File: config.mk
export PLATFORM = sky130hd
export DESIGN_NAME = base64_lenient_decoder_top_flat
export DESIGN_NICKNAME = d
export VERILOG_FILES = /design/src/b64ld_pkg.sv /design/src/b64ld_if.sv /design/src/b64ld_core.sv /design/src/b64ld_outq.sv /design/src/base64_lenient_decoder_top.sv /design/src/flat_wrapper.sv
export SDC_FILE = /design/constraint.sdc
export NUM_CORES = 1
export LEC_CHECK = 0
export ABC_AREA = 1
export BUFFER_PORTS_ARGS = -buffer_cell sky130_fd_sc_hd__clkbuf_2
export CORE_MARGIN = 5
export CORE_UTILIZATION = 65
export DETAILED_ROUTE_END_ITERATION = 16
export MAX_ROUTING_LAYER = met4
export PLACE_DENSITY = 0.8
export SLEW_MARGIN = 20
export SYNTH_ARGS = -nofsm -noshare
export SYNTH_HDL_FRONTEND = slang
export SYNTH_SLANG_ARGS = --single-unit
File: constraint.sdc
create_clock -name i_clk -period 7.36 [get_ports i_clk]
set_clock_uncertainty 0.15 [all_clocks]
set_input_delay 0 -clock i_clk [delete_from_list [all_inputs] [get_ports i_clk]]
set_output_delay 0 -clock i_clk [all_outputs]
set_load 0.05 [all_outputs]
File: src/b64ld_pkg.sv
// ----------------------------------------------------------------------------
// Base64 lenient decoder package
// Shared types, constants and the alphabet lookup for the decoder.
// ----------------------------------------------------------------------------
package b64ld_pkg;

    // Character constants.
    localparam logic [7:0] PAD_CHAR = 8'h3D;   // '='

    // Accumulator holds up to three sextets.
    localparam int ACC_W    = 18;
    localparam int FULL_W   = 24;

    // Output queue geometry.
    localparam int Q_DEPTH  = 8;
    localparam int Q_AW     = $clog2(Q_DEPTH);
    localparam int Q_CW     = $clog2(Q_DEPTH + 1);
    localparam int MAX_PUSH = 3;

    // One decoded result word.
    typedef struct packed {
        logic [7:0] out_byte;
        logic       out_last;
        logic       out_error;
    } t_result;

    // Group of results produced by one accepted input word.
    typedef struct packed {
        logic [1:0]        count;
        t_result [2:0]     item;
    } t_push;

    // Queue status seen by the top level.
    typedef struct packed {
        logic [Q_CW-1:0] level;
    } t_q_status;

    // Lookup result of one character.
    typedef struct packed {
        logic       ok;
        logic [5:0] sextet;
    } t_sym;

    // Map a character to its six-bit value under the selected alphabet.
    function automatic t_sym sextet_lookup(input logic [7:0] b, input logic url);
        t_sym r;
        r.ok     = 1'b1;
        r.sextet = 6'd0;
        if (b inside {[8'h41:8'h5A]}) begin
            r.sextet = 6'(b - 8'h41);
        end else if (b inside {[8'h61:8'h7A]}) begin
            r.sextet = 6'(b - 8'h61 + 8'd26);
        end else if (b inside {[8'h30:8'h39]}) begin
            r.sextet = 6'(b - 8'h30 + 8'd52);
        end else if (url && b == 8'h2D) begin
            r.sextet = 6'd62;
        end else if (url && b == 8'h5F) begin
            r.sextet = 6'd63;
        end else if (!url && b == 8'h2B) begin
            r.sextet = 6'd62;
        end else if (!url && b == 8'h2F) begin
            r.sextet = 6'd63;
        end else begin
            r.ok = 1'b0;
        end
        return r;
    endfunction

endpackage

File: src/b64ld_if.sv
// ----------------------------------------------------------------------------
// Base64 lenient decoder channels
// Valid/ready channels for encoded input, decoded output and configuration.
// ----------------------------------------------------------------------------

// Encoded character channel.
interface b64ld_in_if;
    logic       valid;
    logic       ready;
    logic [7:0] in_byte;
    logic       in_last;

    modport source (output valid, output in_byte, output in_last, input ready);
    modport sink   (input valid, input in_byte, input in_last, output ready);
endinterface

// Decoded byte channel.
interface b64ld_out_if;
    logic       valid;
    logic       ready;
    logic [7:0] out_byte;
    logic       out_last;
    logic       out_error;

    modport source (output valid, output out_byte, output out_last, output out_error,
                    input ready);
    modport sink   (input valid, input out_byte, input out_last, input out_error,
                    output ready);
endinterface

// Configuration write channel.
interface b64ld_cfg_if;
    logic valid;
    logic ready;
    logic url_alphabet;

    modport source (output valid, output url_alphabet, input ready);
    modport sink   (input valid, input url_alphabet, output ready);
endinterface

File: src/b64ld_core.sv
// ----------------------------------------------------------------------------
// Base64 lenient decoder core
// Holds the message state and turns one accepted word into up to three results.
// ----------------------------------------------------------------------------
module b64ld_core (
    input  logic               i_clk,
    input  logic               i_rst_n,
    input  logic               i_accept,
    input  logic [7:0]         i_byte,
    input  logic               i_last,
    input  logic               i_cfg_we,
    input  logic               i_cfg_url,
    output b64ld_pkg::t_push   o_push
);

    logic [b64ld_pkg::ACC_W-1:0] r_acc, n_acc;
    logic [1:0]                  r_phase, n_phase;
    logic [1:0]                  r_pad, n_pad;
    logic                        r_err, n_err;
    logic                        r_url;

    b64ld_pkg::t_sym             sym;
    logic [b64ld_pkg::FULL_W-1:0] full;
    b64ld_pkg::t_push            push;

    assign sym  = b64ld_pkg::sextet_lookup(i_byte, r_url);
    assign full = {r_acc, sym.sextet};

    // Decode one word: symbol step, then the message-end check.
    always_comb begin
        n_acc   = r_acc;
        n_phase = r_phase;
        n_pad   = r_pad;
        n_err   = r_err;
        push    = '0;

        if (!r_err) begin
            if (i_byte == b64ld_pkg::PAD_CHAR) begin
                if (r_pad >= 2'd2) begin
                    n_err = 1'b1;
                end else begin
                    n_pad = r_pad + 2'd1;
                end
            end else if (!sym.ok || r_pad != 2'd0) begin
                n_err = 1'b1;
            end else if (r_phase == 2'd3) begin
                push.count   = 2'd3;
                push.item[0] = '{out_byte: full[23:16], out_last: 1'b0, out_error: 1'b0};
                push.item[1] = '{out_byte: full[15:8],  out_last: 1'b0, out_error: 1'b0};
                push.item[2] = '{out_byte: full[7:0],   out_last: i_last, out_error: 1'b0};
                n_acc        = '0;
                n_phase      = 2'd0;
            end else begin
                n_acc   = {r_acc[b64ld_pkg::ACC_W-7:0], sym.sextet};
                n_phase = r_phase + 2'd1;
            end
        end

        if (i_last) begin
            if (!n_err) begin
                case (n_phase)
                    2'd0: begin
                        if (n_pad != 2'd0) begin
                            n_err = 1'b1;
                        end
                    end
                    2'd1: begin
                        n_err = 1'b1;
                    end
                    2'd2: begin
                        if (n_pad == 2'd0 || n_pad == 2'd2) begin
                            push.count   = 2'd1;
                            push.item[0] = '{out_byte: n_acc[11:4], out_last: 1'b1,
                                             out_error: 1'b0};
                        end else begin
                            n_err = 1'b1;
                        end
                    end
                    default: begin
                        if (n_pad <= 2'd1) begin
                            push.count   = 2'd2;
                            push.item[0] = '{out_byte: n_acc[17:10], out_last: 1'b0,
                                             out_error: 1'b0};
                            push.item[1] = '{out_byte: n_acc[9:2], out_last: 1'b1,
                                             out_error: 1'b0};
                        end else begin
                            n_err = 1'b1;
                        end
                    end
                endcase
            end
            if (n_err) begin
                push         = '0;
                push.count   = 2'd1;
                push.item[0] = '{out_byte: 8'd0, out_last: 1'b1, out_error: 1'b1};
            end
            // Every message end starts the next message clean.
            n_acc   = '0;
            n_phase = 2'd0;
            n_pad   = 2'd0;
            n_err   = 1'b0;
        end

        if (!i_accept) begin
            push.count = 2'd0;
        end
    end

    assign o_push = push;

    // Message state, updated only on an accepted word.
    always_ff @(posedge i_clk) begin
        if (!i_rst_n) begin
            r_acc   <= '0;
            r_phase <= 2'd0;
            r_pad   <= 2'd0;
            r_err   <= 1'b0;
        end else if (i_accept) begin
            r_acc   <= n_acc;
            r_phase <= n_phase;
            r_pad   <= n_pad;
            r_err   <= n_err;
        end
    end

    // Alphabet select register.
    always_ff @(posedge i_clk) begin
        if (!i_rst_n) begin
            r_url <= 1'b0;
        end else if (i_cfg_we) begin
            r_url <= i_cfg_url;
        end
    end

endmodule

File: src/b64ld_outq.sv
// ----------------------------------------------------------------------------
// Base64 lenient decoder output queue
// Small result queue that takes up to three words per cycle and drains one.
// ----------------------------------------------------------------------------
module b64ld_outq (
    input  logic                   i_clk,
    input  logic                   i_rst_n,
    input  b64ld_pkg::t_push       i_push,
    input  logic                   i_pop,
    output logic                   o_valid,
    output logic                   o_room,
    output b64ld_pkg::t_result     o_head,
    output b64ld_pkg::t_q_status   o_status
);

    b64ld_pkg::t_result             r_mem [b64ld_pkg::Q_DEPTH];
    logic [b64ld_pkg::Q_AW-1:0]     r_wr_ptr;
    logic [b64ld_pkg::Q_AW-1:0]     r_rd_ptr;
    logic [b64ld_pkg::Q_CW-1:0]     r_level;
    logic                           pop;

    assign pop     = i_pop && (r_level != '0);
    assign o_valid = (r_level != '0);
    assign o_head  = r_mem[r_rd_ptr];
    // Room for a full group of three results.
    assign o_room  = (r_level <= b64ld_pkg::Q_CW'(b64ld_pkg::Q_DEPTH - b64ld_pkg::MAX_PUSH));
    assign o_status.level = r_level;

    // Each entry takes the group word that lands on it.
    always_ff @(posedge i_clk) begin
        for (int i = 0; i < b64ld_pkg::Q_DEPTH; i++) begin
            logic [b64ld_pkg::Q_AW-1:0] offset;
            offset = b64ld_pkg::Q_AW'(i) - r_wr_ptr;
            if ({{(b64ld_pkg::Q_CW-b64ld_pkg::Q_AW){1'b0}}, offset}
                    < b64ld_pkg::Q_CW'(i_push.count)) begin
                r_mem[i] <= i_push.item[offset[1:0]];
            end
        end
    end

    // Pointers and fill level.
    always_ff @(posedge i_clk) begin
        if (!i_rst_n) begin
            r_wr_ptr <= '0;
            r_rd_ptr <= '0;
            r_level  <= '0;
        end else begin
            r_wr_ptr <= r_wr_ptr + b64ld_pkg::Q_AW'(i_push.count);
            if (pop) begin
                r_rd_ptr <= r_rd_ptr + b64ld_pkg::Q_AW'(1);
            end
            r_level <= r_level + b64ld_pkg::Q_CW'(i_push.count)
                       - b64ld_pkg::Q_CW'(pop);
        end
    end

endmodule

File: src/base64_lenient_decoder_top.sv
// Results of an accepted word are registered in the result queue before output.
// Throughput: one encoded character per cycle while ready is high; a full group
// yields three bytes, drained one per ready cycle from an eight-entry result
// queue. Input ready is low while the queue has fewer than three free entries.
// Reset (synchronous, active low) clears the message state, the queue and
// selects the standard alphabet.
// ----------------------------------------------------------------------------
// Base64 lenient decoder top level
// Streaming base64 decoder with lenient padding and alphabet select.
// ----------------------------------------------------------------------------
module base64_lenient_decoder_top (
    input  logic          i_clk,
    input  logic          i_rst_n,
    b64ld_in_if.sink      i_in,
    b64ld_cfg_if.sink     i_cfg,
    b64ld_out_if.source   o_out
);

    b64ld_pkg::t_push      push;
    b64ld_pkg::t_result    head;
    b64ld_pkg::t_q_status  q_status;
    logic                  room;
    logic                  accept;

    assign i_in.ready  = room;
    assign accept      = i_in.valid && room;
    assign i_cfg.ready = 1'b1;

    // Decode state and result grouping.
    b64ld_core u_core (
        .i_clk     (i_clk),
        .i_rst_n   (i_rst_n),
        .i_accept  (accept),
        .i_byte    (i_in.in_byte),
        .i_last    (i_in.in_last),
        .i_cfg_we  (i_cfg.valid),
        .i_cfg_url (i_cfg.url_alphabet),
        .o_push    (push)
    );

    // Result queue toward the consumer.
    b64ld_outq u_outq (
        .i_clk    (i_clk),
        .i_rst_n  (i_rst_n),
        .i_push   (push),
        .i_pop    (o_out.ready),
        .o_valid  (o_out.valid),
        .o_room   (room),
        .o_head   (head),
        .o_status (q_status)
    );

    assign o_out.out_byte  = head.out_byte;
    assign o_out.out_last  = head.out_last;
    assign o_out.out_error = head.out_error;

`ifndef NO_ASSERTIONS
    // The queue never holds more words than it has entries.
    a_level_bound: assert property (@(posedge i_clk) disable iff (!i_rst_n)
        q_status.level <= b64ld_pkg::Q_CW'(b64ld_pkg::Q_DEPTH))
        else $error("output queue overflow");

    // An accepted word always finds room for a full group.
    a_room_on_accept: assert property (@(posedge i_clk) disable iff (!i_rst_n)
        accept |-> q_status.level <= b64ld_pkg::Q_CW'(b64ld_pkg::Q_DEPTH
                                                       - b64ld_pkg::MAX_PUSH))
        else $error("word accepted without queue room");

    // An error result closes its message and carries a zero byte.
    a_error_word: assert property (@(posedge i_clk) disable iff (!i_rst_n)
        (o_out.valid && o_out.out_error) |-> (o_out.out_last && o_out.out_byte == 8'd0))
        else $error("malformed error result");

    // A word pushed into an empty queue shows up on the output next cycle.
    a_latency: assert property (@(posedge i_clk) disable iff (!i_rst_n)
        (q_status.level == '0 && push.count != 2'd0) |=> o_out.valid)
        else $error("pushed result not presented");
`endif

endmodule
File: src/flat_wrapper.sv
// flat-port wrapper written by rule: the top's interface ports become plain ports
module base64_lenient_decoder_top_flat 
  (i_clk, i_rst_n, i_in_valid, i_in_in_byte, i_in_in_last, i_in_ready, i_cfg_valid, i_cfg_url_alphabet, i_cfg_ready, o_out_valid, o_out_out_byte, o_out_out_last, o_out_out_error, o_out_ready);
  b64ld_in_if i_in_i ();
  b64ld_cfg_if i_cfg_i ();
  b64ld_out_if o_out_i ();
  input  logic i_clk;
  input  logic i_rst_n;
  input wire logic [$bits(i_in_i.valid)-1:0] i_in_valid;
  input wire logic [$bits(i_in_i.in_byte)-1:0] i_in_in_byte;
  input wire logic [$bits(i_in_i.in_last)-1:0] i_in_in_last;
  output wire logic [$bits(i_in_i.ready)-1:0] i_in_ready;
  input wire logic [$bits(i_cfg_i.valid)-1:0] i_cfg_valid;
  input wire logic [$bits(i_cfg_i.url_alphabet)-1:0] i_cfg_url_alphabet;
  output wire logic [$bits(i_cfg_i.ready)-1:0] i_cfg_ready;
  output wire logic [$bits(o_out_i.valid)-1:0] o_out_valid;
  output wire logic [$bits(o_out_i.out_byte)-1:0] o_out_out_byte;
  output wire logic [$bits(o_out_i.out_last)-1:0] o_out_out_last;
  output wire logic [$bits(o_out_i.out_error)-1:0] o_out_out_error;
  input wire logic [$bits(o_out_i.ready)-1:0] o_out_ready;
  assign i_in_i.valid = i_in_valid;
  assign i_in_i.in_byte = i_in_in_byte;
  assign i_in_i.in_last = i_in_in_last;
  assign i_in_ready = i_in_i.ready;
  assign i_cfg_i.valid = i_cfg_valid;
  assign i_cfg_i.url_alphabet = i_cfg_url_alphabet;
  assign i_cfg_ready = i_cfg_i.ready;
  assign o_out_valid = o_out_i.valid;
  assign o_out_out_byte = o_out_i.out_byte;
  assign o_out_out_last = o_out_i.out_last;
  assign o_out_out_error = o_out_i.out_error;
  assign o_out_i.ready = o_out_ready;
  base64_lenient_decoder_top u_core (.i_clk(i_clk), .i_rst_n(i_rst_n), .i_in(i_in_i), .i_cfg(i_cfg_i), .o_out(o_out_i));
endmodule
# Word level (Yosys, flattened, before mapping)
# Memory sizes are Yosys's and may differ from the RTL's. A register that Yosys moved wholly into a read port is not among the register bits.
# Index checks and enable logic that the tools add are counted.
[totals]
mem_bits_rw = 80
mem_count = 1
elab_cells = 188
output_inout_bits = 13
regBits = 34
latchBits = 0
mem_bits_ro = 0
[op_classes]
n_mul = 0
n_lt_le_gt_ge = 25
reduce_logical = 24
n_shift = 0
div = 0
n_bitwise = 0
muxes = 98
addsub = 19
eq_ne = 12
[mem_list]
columns = ["memory", "depth", "width", "read_ports", "rd_ports_with_merged_regs", "write_ports", "line", "rtl"]
rows = [
  ["u_core.u_outq.r_mem", 8, 10, 1, 1, 5, "b64ld_outq.sv:16", "b64ld_pkg::t_result r_mem [b64ld_pkg::Q_DEPTH];"],
]
[op_table]
columns = ["operator", "count"]
rows = [
  ["32-bit two-way mux", 6],
  ["10-bit binary-select mux with 2-bit select", 8],
  ["10-bit two-way mux", 13],
  ["18-bit two-way mux", 5],
  ["6-bit two-way mux", 7],
  ["20-bit two-way mux", 2],
  ["1-bit two-way mux", 36],
  ["8-bit by 6-bit == test with 1-bit output, second input constant", 4],
  ["10-bit OR reduction", 3],
  ["2-bit two-way mux", 13],
  ["2-bit by 3-bit < comparator with 1-bit output, second input constant", 8],
  ["3-bit by 2-bit < comparator with 1-bit output", 8],
  ["10-bit case mux with 2 select lines", 1],
  ["8-bit by 7-bit greater-or-equal comparator with 1-bit output, second input constant", 2],
  ["8-bit by 7-bit <= comparator with 1-bit output, second input constant", 2],
  ["3-bit two-way mux", 5],
  ["3-bit subtractor, first input constant", 4],
  ["6-bit subtractor, second input constant", 2],
  ["1-bit logical AND", 9],
  ["8-bit by 7-bit == test with 1-bit output, second input constant", 1],
  ["8-bit by 6-bit greater-or-equal comparator with 1-bit output, second input constant", 1],
  ["8-bit by 6-bit <= comparator with 1-bit output, second input constant", 1],
  ["6-bit by 5-bit adder with 6-bit output, second input constant", 1],
  ["6-bit adder, second input constant", 1],
  ["24 further kinds", 35],
]

# Logic depth before layout (Yosys ltp)
# Gate-level depths: netlist of the first run.
[logic_depth]
word_depth = 26
mapped_depth = 27
depth_no_buf = 26

# Modules after synthesis
# From an unflattened synthesis of the first run, not the netlist that was laid out.
[hier_totals]
cells_unflattened = 1081
area_unflattened_um2 = 7727.4
[by_module_without_submodules]
columns = ["module", "seq_area_each_um2", "n_inst", "area_per_inst_um2", "cells_each"]
rows = [
  ["b64ld_outq", 2662.6, 1, 4967.3, 589],
  ["b64ld_core", 480.5, 1, 2741.4, 488],
  ["base64_lenient_decoder_top", 0.0, 1, 18.8, 4],
]

# Worst setup path after synthesis of the first run
# OpenSTA, ideal clock, no wires.
[synth_path]
path_kind = "in2reg"
startpoint = "in i_in_in_byte[2]"
endpoint = "mem u_core.u_outq.r_mem[7][0] (netlist bit), enable pin"
path_buffers = 2
required_ns = 6.818
arrival_ns = 3.546
setup_ns = 0.392
path_slack_ns = 3.272
stages = 23
path_cell_list = "clkbuf_2 inv_1 ha_1 nand2_1 nand2_1 nand3_1 nand2_1 inv_1 nand2_1 nand3_4 nand2_2 buf_6 nand2_2 nand2_4 nand3_2 inv_2 nand3_1 o21ai_0 o21ai_0 ha_1 inv_1 nor2_1 nor3b_1"
[synth_lines]
columns = ["element", "line", "rtl"]
rows = [
  ["start: declaration", "flat_wrapper.sv:10", "input wire logic [$bits(i_in_i.in_byte)-1:0] i_in_in_byte;"],
  ["end: declaration", "b64ld_outq.sv:16", ""],
]

==> results of run 1 <==
## area by class of cell
cell class | count | area (µm²) | share of cell area (%)
Multi-Input combinational cell | 708 | 3590 | 44.3
Sequential cell | 117 | 3140 | 38.8
Clock buffer | 18 | 428 | 5.28
Inverter | 90 | 340 | 4.20
Timing Repair Buffer | 39 | 248 | 3.06
Clock inverter | 14 | 175 | 2.16
Tap cell | 140 | 175 | 2.16
## layer usage
layer / global-route usage, % / vias up / wire length [µm]
met5: - / - / 0
met2: 50.4 / 415 / 9540
met1: 39.4 / 3143 / 7840
met4: 11.3 / 0 / 542
li1: - / 3213 / -
met3: 6.84 / 51 / 1910
## worst max path at each step
stage,start,to,cells after the start,slack [ns]
after floorplan,i_in_in_byte[2],u_core.u_outq.r_mem[7][0],23,3.27
after global placement,i_in_in_byte[2],u_core.u_outq.r_mem[4][5],21,2.53
after detailed placement,i_in_in_byte[2],u_core.u_outq.r_mem[4][3],21,2.36
after CTS,i_in_in_byte[0],u_core.u_outq.r_mem[0][6],22,2.39
after global routing,i_in_in_byte[0],u_core.u_outq.r_mem[0][6],22,2.25
final,i_in_in_byte[0],u_core.u_outq.r_mem[0][9],22,2.69
## critical path: cells and delay by family
kind / cells / cell delay [ns]
compound gates: 3 / 1.08
simple gates: 11 / 1.96
fa+ha+maj: 2 / 0.51
buf+inv: 6 / 1.11
## cell usage in the layout, fill, tap and decap left out, types with 18 or more instances in the layout
master	n
nand3_1	84
o22ai_1	18
dfxtp_1	37
a21oi_1	38
ha_1	31
o21ai_0	71
inv_1	83
nand2_1	252
nor2_1	121
clkbuf_2	26
edfxtp_1	80
## repair_timing
| item | in CTS | in global routing |
|---|---|---|
| hold endpoints to repair | 37 | 0 |
| gates resized for setup | 0 | 0 |
| hold buffers | 8 | 0 |
## flip-flops by register name, summed over array words and instances, names as in the netlist, named ones only
register / flops
u_core.u_outq.r_mem: 80
u_core.u_core.r_acc: 18
u_core.u_outq.o_status: 4
u_core.u_outq.r_rd_ptr: 3
u_core.u_outq.r_wr_ptr: 3
u_core.u_core.r_pad: 2
u_core.u_core.r_phase: 2
u_core.u_core.r_err: 1
u_core.u_core.r_url: 1
## through the flow
stage / instances / setup slack, ns / util, % / hold slack [ns] / total power (W)
after floorplan: 961 / 3.27 / - / -0.0565 / 0.00135
after global placement: 1086 / 2.53 / 68.1 / 0.0827 / 0.00149
after detailed placement: 1086 / 2.36 / 68.1 / 0.0912 / 0.00151
final: 1126 / 2.69 / 74.4 / 0.0559 / 0.00236
after global routing: 1126 / 2.25 / 74.4 / 0.116 / 0.00247
after CTS: 1126 / 2.39 / 74.4 / 0.0381 / 0.00236
## cell families after synthesis
| group | after synthesis | synth area share, % |
|---|---|---|
| AND/OR/NAND/NOR | 502 | 29.7 |
| AO/OA/AOI/OAI | 160 | 12.3 |
| buffers and inverters | 136 | 7.51 |
| flip-flops | 117 | 43.2 |
| adder cells (fa/ha/maj) | 33 | 5.88 |
| XOR/XNOR | 12 | 1.44 |
| other | 1 | 0.0515 |
## power by group
group	internal (W)	switching (W)	total (W)
Sequential	0.000770	0.0000357	0.000806
Combinational	0.000184	0.000529	0.000713
Clock	0.000527	0.000313	0.000840
Total	0.00148	0.000877	0.00236
==> impl_metrics.env, run 1 <==
export IMPL_synth_edf_count=80
export IMPL_cts_setup_buffers=0
export IMPL_start_util_pct=66.9
export IMPL_finalHoldViolCount=0
export IMPL_critPathMaxFanout=11
export IMPL_r2r_start="u_core.u_outq.r_wr_ptr[1]"
export IMPL_fin_nets=1021
export IMPL_slowest_stage="nor2_1"
export IMPL_fin_crit_ns=4.67
export IMPL_synth_seq_area_share_pct=43.2
export IMPL_setup_violations_final=0
export IMPL_die_width_um=116
export IMPL_holdPathEnd="u_core.u_core.r_acc[1]"
export IMPL_cpMostUsedCell="nand2_1"
export IMPL_tritoncts="built"
export IMPL_synthTopCellsByCount="252 x nand2_1, 121 x nor2_1, 84 x nand3_1"
export IMPL_setup_tns_ns=0
export IMPL_rr_worst_depth=7
export IMPL_track_usage_pct=31.4
export IMPL_drtIter0Drc=856
export IMPL_cp_end_kind="flop"
export IMPL_tightestPinTransition_ns=1.04
export IMPL_clockBufferDepth=2
export IMPL_synth_fp_nets=1009
export IMPL_wl_um=19800
export IMPL_n_antenna_cell=0
export IMPL_yosys_area_top_type_share_pct=33.0
export IMPL_fin_area_mm2=0.00810
export IMPL_cp_data_required_time_ns=7.37
export IMPL_grt_pass1_wl_um=31600
export IMPL_cts_sinks=117
export IMPL_timing_final_crit_share_pct=63.4
export IMPL_wl_per_cell_um=17.6
export IMPL_vias_per_cell=6.06
export IMPL_syn_avg_cell_area_um2=7.58
export IMPL_antenna_found_initial=0
export IMPL_ir_drop_uv=255
export IMPL_drv_slew=0
export IMPL_synth_distinct_cells=45
export IMPL_yosysWarnings=0
export IMPL_rows=38
export IMPL_boundaryPins=28
export IMPL_rsz0062_at_grt="false"
export IMPL_drive_above_1_share_pct=9.74
export IMPL_area_growth_pct=11.3
export IMPL_slew_headroom_pct=30.3
export IMPL_htreeDepth=4
export IMPL_place_area_mm2=0.00742
export IMPL_grt_pass1_vias=6259
export IMPL_dp_hpwl_um=13900
export IMPL_max_cap_viol_count=0
export IMPL_die_h_um=116
export IMPL_io_buffer_count=26
export IMPL_whs_path_depth=6
export IMPL_drc=0
export IMPL_clk_pin_slew_ns=0.06
export IMPL_hp_start="i_in_in_byte[1]"
export IMPL_syn_area_mm2=0.00728
export IMPL_worstReg2RegEnd="u_core.u_outq.r_mem[6][4]"
export IMPL_status="completed"
export IMPL_grt_max_degree=42
export IMPL_cp_arrival_ns=4.68
export IMPL_ys_ff_latch=117
export IMPL_gp_congestion=0.952
export IMPL_vias=6822
export IMPL_clock_fmax_mhz=214
export IMPL_crit_path_cell_trace="dlygate4sd3_1 -> clkbuf_2 -> inv_1 -> ha_1 -> inv_1 -> nand2_1 -> nand3_1 -> nand2_1 -> nand2_1 -> nand2_1 -> nand3_4 -> nand2_2 -> nand2_1 -> a21oi_1 -> nand2_1 -> inv_1 -> nor3_1 -> o21ai_1 -> ha_1 -> inv_1 -> o21bai_1 -> nor2_1"
export IMPL_cts_buffers=17
export IMPL_ys_flop_type="edfxtp_1"
export IMPL_cellLeakagePower_nw=3.36
export IMPL_synth_cells=961
export IMPL_final_antenna_net_count=0
export IMPL_cpPeakStageDelay_ns=0.71
export IMPL_cts_root_buffer="clkbuf_8"
export IMPL_synthArstFlopShare_pct=0
export IMPL_post_synth_top_area_cell="edfxtp_1"
export IMPL_worst_setup_path_type="in2reg"
export IMPL_core_mm2=0.0109
export IMPL_fill_cells=822
export IMPL_fp_dieArea_mm2=0.0134
export IMPL_grt_overflow=0
export IMPL_clkLatencyLatePin_ns=0.54
export IMPL_yosysMostFrequentCell="nand2_1"
export IMPL_worst_hold_path_type="in2reg"
export IMPL_start_kind="primary input"
export IMPL_synth_area_leaders="edfxtp_1 33%, nand2_1 13%, dfxtp_1 10%, nor2_1 6.2%, nand3_1 5.8%"
export IMPL_dr_pass1_iters=6
export IMPL_power_density_mw_per_mm2=291
export IMPL_r2r_setup_slack_ns=2.84
(Power assumes the default switching activity.)
==> run 2: changes to the inputs <==
--- a/config.mk
+++ b/config.mk
@@ -8,10 +8,10 @@
 export ABC_AREA = 1
 export BUFFER_PORTS_ARGS = -buffer_cell sky130_fd_sc_hd__clkbuf_2
 export CORE_MARGIN = 5
-export CORE_UTILIZATION = 65
+export CORE_UTILIZATION = 63
 export DETAILED_ROUTE_END_ITERATION = 16
 export MAX_ROUTING_LAYER = met4
-export PLACE_DENSITY = 0.8
+export PLACE_DENSITY = 0.78
 export SLEW_MARGIN = 20
 export SYNTH_ARGS = -nofsm -noshare
 export SYNTH_HDL_FRONTEND = slang
==> constraint.sdc (replaced) <==
create_clock -name i_clk -period 4.8 [get_ports i_clk]
set_clock_uncertainty 0.15 [all_clocks]
set_input_delay 0 -clock i_clk [delete_from_list [all_inputs] [get_ports i_clk]]
set_output_delay 0 -clock i_clk [all_outputs]
set_load 0.05 [all_outputs]
==> run 2 against run 1 <==
- worst setup slack worse by 2.5 ns
- non-clock buffer count up 6
- worst hold slack got worse by 0.0078 ns
- combinational power grew 54%
- flip-flop and latch count unchanged
- power is 53% higher
- largest power group unchanged
==> impl_metrics.env, run 2 (synthesized netlist as in run 1, its figures left out) <==
export IMPL_finalHoldViolCount=0
export IMPL_cts_root_buffer="clkbuf_16"
export IMPL_final_common_cell="nand2_1"
export IMPL_boundaryPins=28
export IMPL_power_density_mw_per_mm2=442
export IMPL_dr_pass1_iters=6
export IMPL_drc=0
export IMPL_max_cap_viol_count=0
export IMPL_die_width_um=118
export IMPL_grt_max_degree=42
export IMPL_cts_buffers=17
export IMPL_grt_overflow=0
export IMPL_clockBufferDepth=2
export IMPL_start_util_pct=64.0
export IMPL_final_cells=1135
export IMPL_fin_area_mm2=0.00815
export IMPL_final_antenna_net_count=0
export IMPL_place_area_mm2=0.00748
export IMPL_vias_per_cell=5.73
export IMPL_cp_end_kind="flop"
export IMPL_slew_headroom_pct=28.3
export IMPL_cpMostUsedCell="nand2_1"
export IMPL_timing_final_crit_share_pct=95.5
export IMPL_clk_pin_slew_ns=0.06
export IMPL_largest_register="u_core.u_outq.r_mem"
export IMPL_setup_tns_ns=0
export IMPL_fin_nets=1027
export IMPL_setup_violations_final=0
export IMPL_fin_crit_ns=4.58
export IMPL_drive_above_1_share_pct=10.7
export IMPL_place_inst=1097
export IMPL_drv_slew=0
export IMPL_clock_fmax_mhz=218
export IMPL_status="completed"
export IMPL_tritoncts="built"
export IMPL_largest_reg_flops=80
export IMPL_cts_setup_buffers=0
export IMPL_cts_sinks=117
export IMPL_drtIter0Drc=762
export IMPL_cellLeakagePower_nw=3.39
export IMPL_htreeDepth=4
export IMPL_track_usage_pct=27.9
export IMPL_final_cell_mix="252 x nand2_1, 119 x nor2_1, 84 x nand3_1"
export IMPL_worst_setup_path_type="in2reg"
export IMPL_cpPeakStageDelay_ns=0.81
export IMPL_wl_per_cell_um=16.3
export IMPL_cp_arrival_ns=4.48
export IMPL_tightestPinTransition_ns=1.07
export IMPL_critPathMaxFanout=11
export IMPL_worst_hold_path_type="in2reg"
export IMPL_die_h_um=118
export IMPL_slowest_stage="nor2_1"
export IMPL_gp_congestion=0.960
export IMPL_ir_drop_uv=446
export IMPL_grt_pass1_vias=6038
export IMPL_cp_data_required_time_ns=4.69
export IMPL_antenna_found_initial=0
export IMPL_fp_dieArea_mm2=0.0138
export IMPL_clkLatencyLatePin_ns=0.43
export IMPL_crit_path_cell_trace="dlygate4sd3_1 -> clkbuf_2 -> inv_1 -> ha_1 -> inv_1 -> nand2_1 -> nand2_1 -> nand2_1 -> nand2_2 -> nand2_2 -> nor2_4 -> nand3_4 -> nand2_2 -> nand2_1 -> a21oi_1 -> nand2_1 -> o21ai_0 -> o21ai_0 -> inv_1 -> ha_1 -> o21bai_1 -> nor2_1"
export IMPL_area_growth_pct=12.0
export IMPL_final_util_pct=71.7
export IMPL_vias=6502
export IMPL_grt_pass1_wl_um=30300
export IMPL_start_kind="primary input"
export IMPL_rsz0062_at_grt="true"
export IMPL_dp_hpwl_um=13000
export IMPL_io_buffer_count=26
export IMPL_n_antenna_cell=0
export IMPL_wl_um=18500
export IMPL_core_mm2=0.0114
export IMPL_rows=39
==> run 2: cell type report <==
cell class                 instances  area, µm²
fill                             925       3220
sequential                       117       3140
clock inverter                    12        116
tap                              143        179
inverter                          90        340
multi-input combinational        708       3600
clock buffer                      20        489
timing repair buffer              45        288
==> run 2: path summary, 6_finish.rpt <==
kind	endpoint	slack [ns]	start	cells after the start
setup / recovery	u_core.u_outq.r_mem[6][9]	0.22	i_in_in_byte[0]	22
hold / removal	u_core.u_core.r_acc[0]	0.05	i_in_in_last	4
setup reg to reg	u_core.u_outq.r_mem[6][9]	0.55	u_core.u_core.r_url	17
hold reg to reg	u_core.u_core.r_acc[11]	0.32	u_core.u_core.r_acc[11]	2
==> run 2: worst max-delay path: cells and delay by family <==
family          cells  cell delay (ns)
buf+inv             5             1.08
simple gates       11             1.97
fa+ha+maj           2             0.40
compound gates      4             1.01
==> run 2: timing repair <==
| item | CTS | global route |
|---|---|---|
| gates resized for setup | 0 | 2 |
| endpoints found under the hold margin | 32 | 0 |
| hold buffers | 6 | 0 |
| endpoints found under the setup margin | 0 | 60 |
==> run 2: metrics by stage <==
stage	power (W)	setup slack [ns]	hold WS, ns
6_report	0.00361	0.216	0.0481
5_1_grt	0.00379	-0.110	0.0861
3_5_place_dp	0.00232	0.418	0.0948
2_1_floorplan	0.00207	0.712	-0.0565
3_3_place_gp	0.00231	0.545	0.0900
4_1_cts	0.00360	0.300	0.0305
==> run 2: power breakdown <==
| group | switching (W) | leakage [nW] | total (W) | internal (W) |
|---|---|---|---|---|
| Clock | 0.000490 | 0.287 | 0.00128 | 0.000792 |
| Sequential | 0.0000492 | 1.06 | 0.00123 | 0.00118 |
| Combinational | 0.000804 | 2.04 | 0.00110 | 0.000291 |
| Total | 0.00134 | 3.39 | 0.00361 | 0.00226 |
==> run 2: layer usage <==
layer  GRT usage, %  vias up  wire, µm
met5              -        -         0
met4           10.3        0       395
met3           5.57       43      1310
met2           43.2      265      8810
met1           36.6     2971      8010
li1               -     3223         -
==> run 3: changes to the inputs <==
--- a/config.mk
+++ b/config.mk
@@ -10,6 +10,7 @@
 export CORE_MARGIN = 5
 export CORE_UTILIZATION = 63
 export DETAILED_ROUTE_END_ITERATION = 16
+export GPL_TIMING_DRIVEN = 0
 export MAX_ROUTING_LAYER = met4
 export PLACE_DENSITY = 0.78
 export SLEW_MARGIN = 20
==> run 3 against run 2 <==
- critical path depth unchanged
- sequential share of layout area decreased by 0.57 points
- fmax grew 6.0%
- critical endpoint is now u_core.u_outq.r_mem[4][5]
- routed wire length rose by 10%
- non-clock buffer count rose by 34
- cell area increased by 1.5%
- worst hold slack worse by 0.00053 ns
- via count is 3.8% higher
- register-to-register slack got worse by 0.07 ns
- flip-flop and latch count unchanged
- largest power group unchanged
- utilization is 1.1 points higher
==> impl_metrics.env, run 3 (synthesized netlist as in run 1, its figures left out) <==
export IMPL_power_density_mw_per_mm2=441
export IMPL_max_cap_viol_count=0
export IMPL_drive_above_1_share_pct=10.4
export IMPL_final_antenna_net_count=0
export IMPL_cp_arrival_ns=4.22
export IMPL_worst_hold_path_type="in2reg"
export IMPL_slew_headroom_pct=38.0
export IMPL_rr_worst_depth=18
export IMPL_tightestPinTransition_ns=0.927
export IMPL_track_usage_pct=30.3
export IMPL_fin_crit_ns=4.32
export IMPL_finalHoldViolCount=0
export IMPL_area_growth_pct=13.6
export IMPL_status="completed"
export IMPL_final_cell_mix="252 x nand2_1, 121 x nor2_1, 84 x nand3_1"
export IMPL_ctsResizeCount=0
export IMPL_dr_pass1_iters=5
export IMPL_ir_drop_uv=495
export IMPL_cp_end_kind="flop"
export IMPL_hp_start="i_in_in_last"
export IMPL_multiInputGateArea_mm2=0.00360
export IMPL_antenna_found_initial=0
export IMPL_final_util_pct=72.8
export IMPL_cts_sinks=117
export IMPL_rows=39
export IMPL_worstReg2RegEnd="u_core.u_outq.r_mem[4][5]"
export IMPL_r2r_setup_slack_ns=0.48
export IMPL_cts_buffers=17
export IMPL_drc=0
export IMPL_clkLatencyLatePin_ns=0.43
export IMPL_fill_cells=930
export IMPL_wl_per_cell_um=17.5
export IMPL_timing_hold_ws_ns=0.0476
export IMPL_cellLeakagePower_nw=3.43
export IMPL_grt_pass1_wl_um=32500
export IMPL_critPathMaxFanout=10
export IMPL_place_inst=1131
export IMPL_final_setup_worst_slack_ns=0.477
export IMPL_n_antenna_cell=0
export IMPL_timing_final_crit_share_pct=90.1
export IMPL_boundaryPins=28
export IMPL_start_kind="primary input"
export IMPL_tritoncts="built"
export IMPL_grt_max_degree=17
export IMPL_start_util_pct=64.0
export IMPL_drtIter0Drc=671
export IMPL_clockBufferDepth=2
export IMPL_largest_reg_flops=80
export IMPL_rsz0062_at_grt="false"
export IMPL_setup_violations_final=0
export IMPL_htreeDepth=4
export IMPL_worst_setup_path_type="in2reg"
export IMPL_ff_latch_area_mm2=0.00314
export IMPL_vias_per_cell=5.77
export IMPL_fp_dieArea_mm2=0.0138
export IMPL_drv_slew=0
export IMPL_wl_um=20400
export IMPL_die_width_um=118
export IMPL_clk_pin_slew_ns=0.05
export IMPL_final_cells=1169
export IMPL_holdPathEnd="u_core.u_outq.r_mem[5][0]"
export IMPL_die_h_um=118
export IMPL_cts_root_buffer="clkbuf_16"
export IMPL_fin_nets=1061
export IMPL_gp_congestion=0.988
export IMPL_largest_register="u_core.u_outq.r_mem"
export IMPL_core_mm2=0.0114
export IMPL_cp_data_required_time_ns=4.70
export IMPL_final_common_cell="nand2_1"
export IMPL_grt_overflow=0
export IMPL_grt_pass1_vias=6328
export IMPL_place_ws_ns=-0.199
export IMPL_clock_fmax_mhz=231
export IMPL_dp_hpwl_um=15700
export IMPL_whs_path_depth=3
export IMPL_io_buffer_count=25
export IMPL_r2r_start="u_core.u_core.r_url"
export IMPL_vias=6747
==> run 3: final cells by class <==
type / instances / area share, %
multi-input cells: 708 / 43.5
flip-flops and latches: 117 / 38.0
clock buffers: 20 / 5.91
inverters: 90 / 4.11
plain buffers: 46 / 2.50
repair buffers: 33 / 2.42
well taps: 143 / 2.16
clock inverters: 12 / 1.38
==> run 3: where the power goes <==
part | switching (W) | internal [W]
clock | 0.000482 | 0.000791
combinational | 0.000848 | 0.000305
sequential | 0.0000448 | 0.00118
==> run 3: through the flow <==
stage / power, W / area [µm²] / TNS, ns
after detailed placement: 0.00238 / 7610 / -6.67
after floorplan: 0.00207 / 7280 / 0
after global routing: 0.00383 / 8270 / 0
final: 0.00365 / 8270 / 0
after global placement: 0.00235 / 7590 / -16.09
after CTS: 0.00365 / 8270 / 0
==> run 3: worst max-delay path: stages <==
cell and delay (ns):
clkbuf_2 0.11, clkbuf_2 0.17, inv_1 0.16, ha_1 0.27
nand2_1 0.08, nand2_1 0.07, nand3_1 0.06, nand2_1 0.06
inv_1 0.03, nand2_1 0.21, nand3_4 0.13, nand2_2 0.09
nand2_1 0.09, a21oi_1 0.41, nand2_1 0.20, inv_1 0.21
nor3_1 0.08, o21ai_1 0.59, ha_1 0.35, inv_1 0.06
o21bai_1 0.07, nor2_1 0.72
==> run 3: timing repair <==
action                                  in CTS  in global routing
hold buffers                                 6                  0
endpoints found under the setup margin       0                  0
endpoints found under the hold margin       18                  0
setup buffers                                0                  0
==> run 3: layer usage <==
metal	track usage, %	vias up	wire length, µm
met5	-	-	0
met3	5.43	84	1420
li1	-	3300	-
met1	36.3	3041	8210
met2	49.0	322	9760
met4	15.8	0	1060
==> run 3: how the worst max path moves through the flow <==
| stage | from | end | cells past startpoint |
|---|---|---|---|
| 6_report | i_in_in_byte[2] | u_core.u_outq.r_mem[4][5] | 22 |
| 3_3_place_gp | i_in_in_byte[2] | u_core.u_outq.r_mem[3][5] | 22 |
| 4_1_cts | u_core.u_core.r_url | u_core.u_outq.r_mem[4][3] | 18 |
| 5_1_grt | i_in_in_byte[2] | u_core.u_outq.r_mem[0][1] | 22 |
| 2_1_floorplan | i_in_in_byte[2] | u_core.u_outq.r_mem[7][0] | 23 |
| 3_5_place_dp | i_in_in_byte[2] | u_core.u_outq.r_mem[4][5] | 22 |
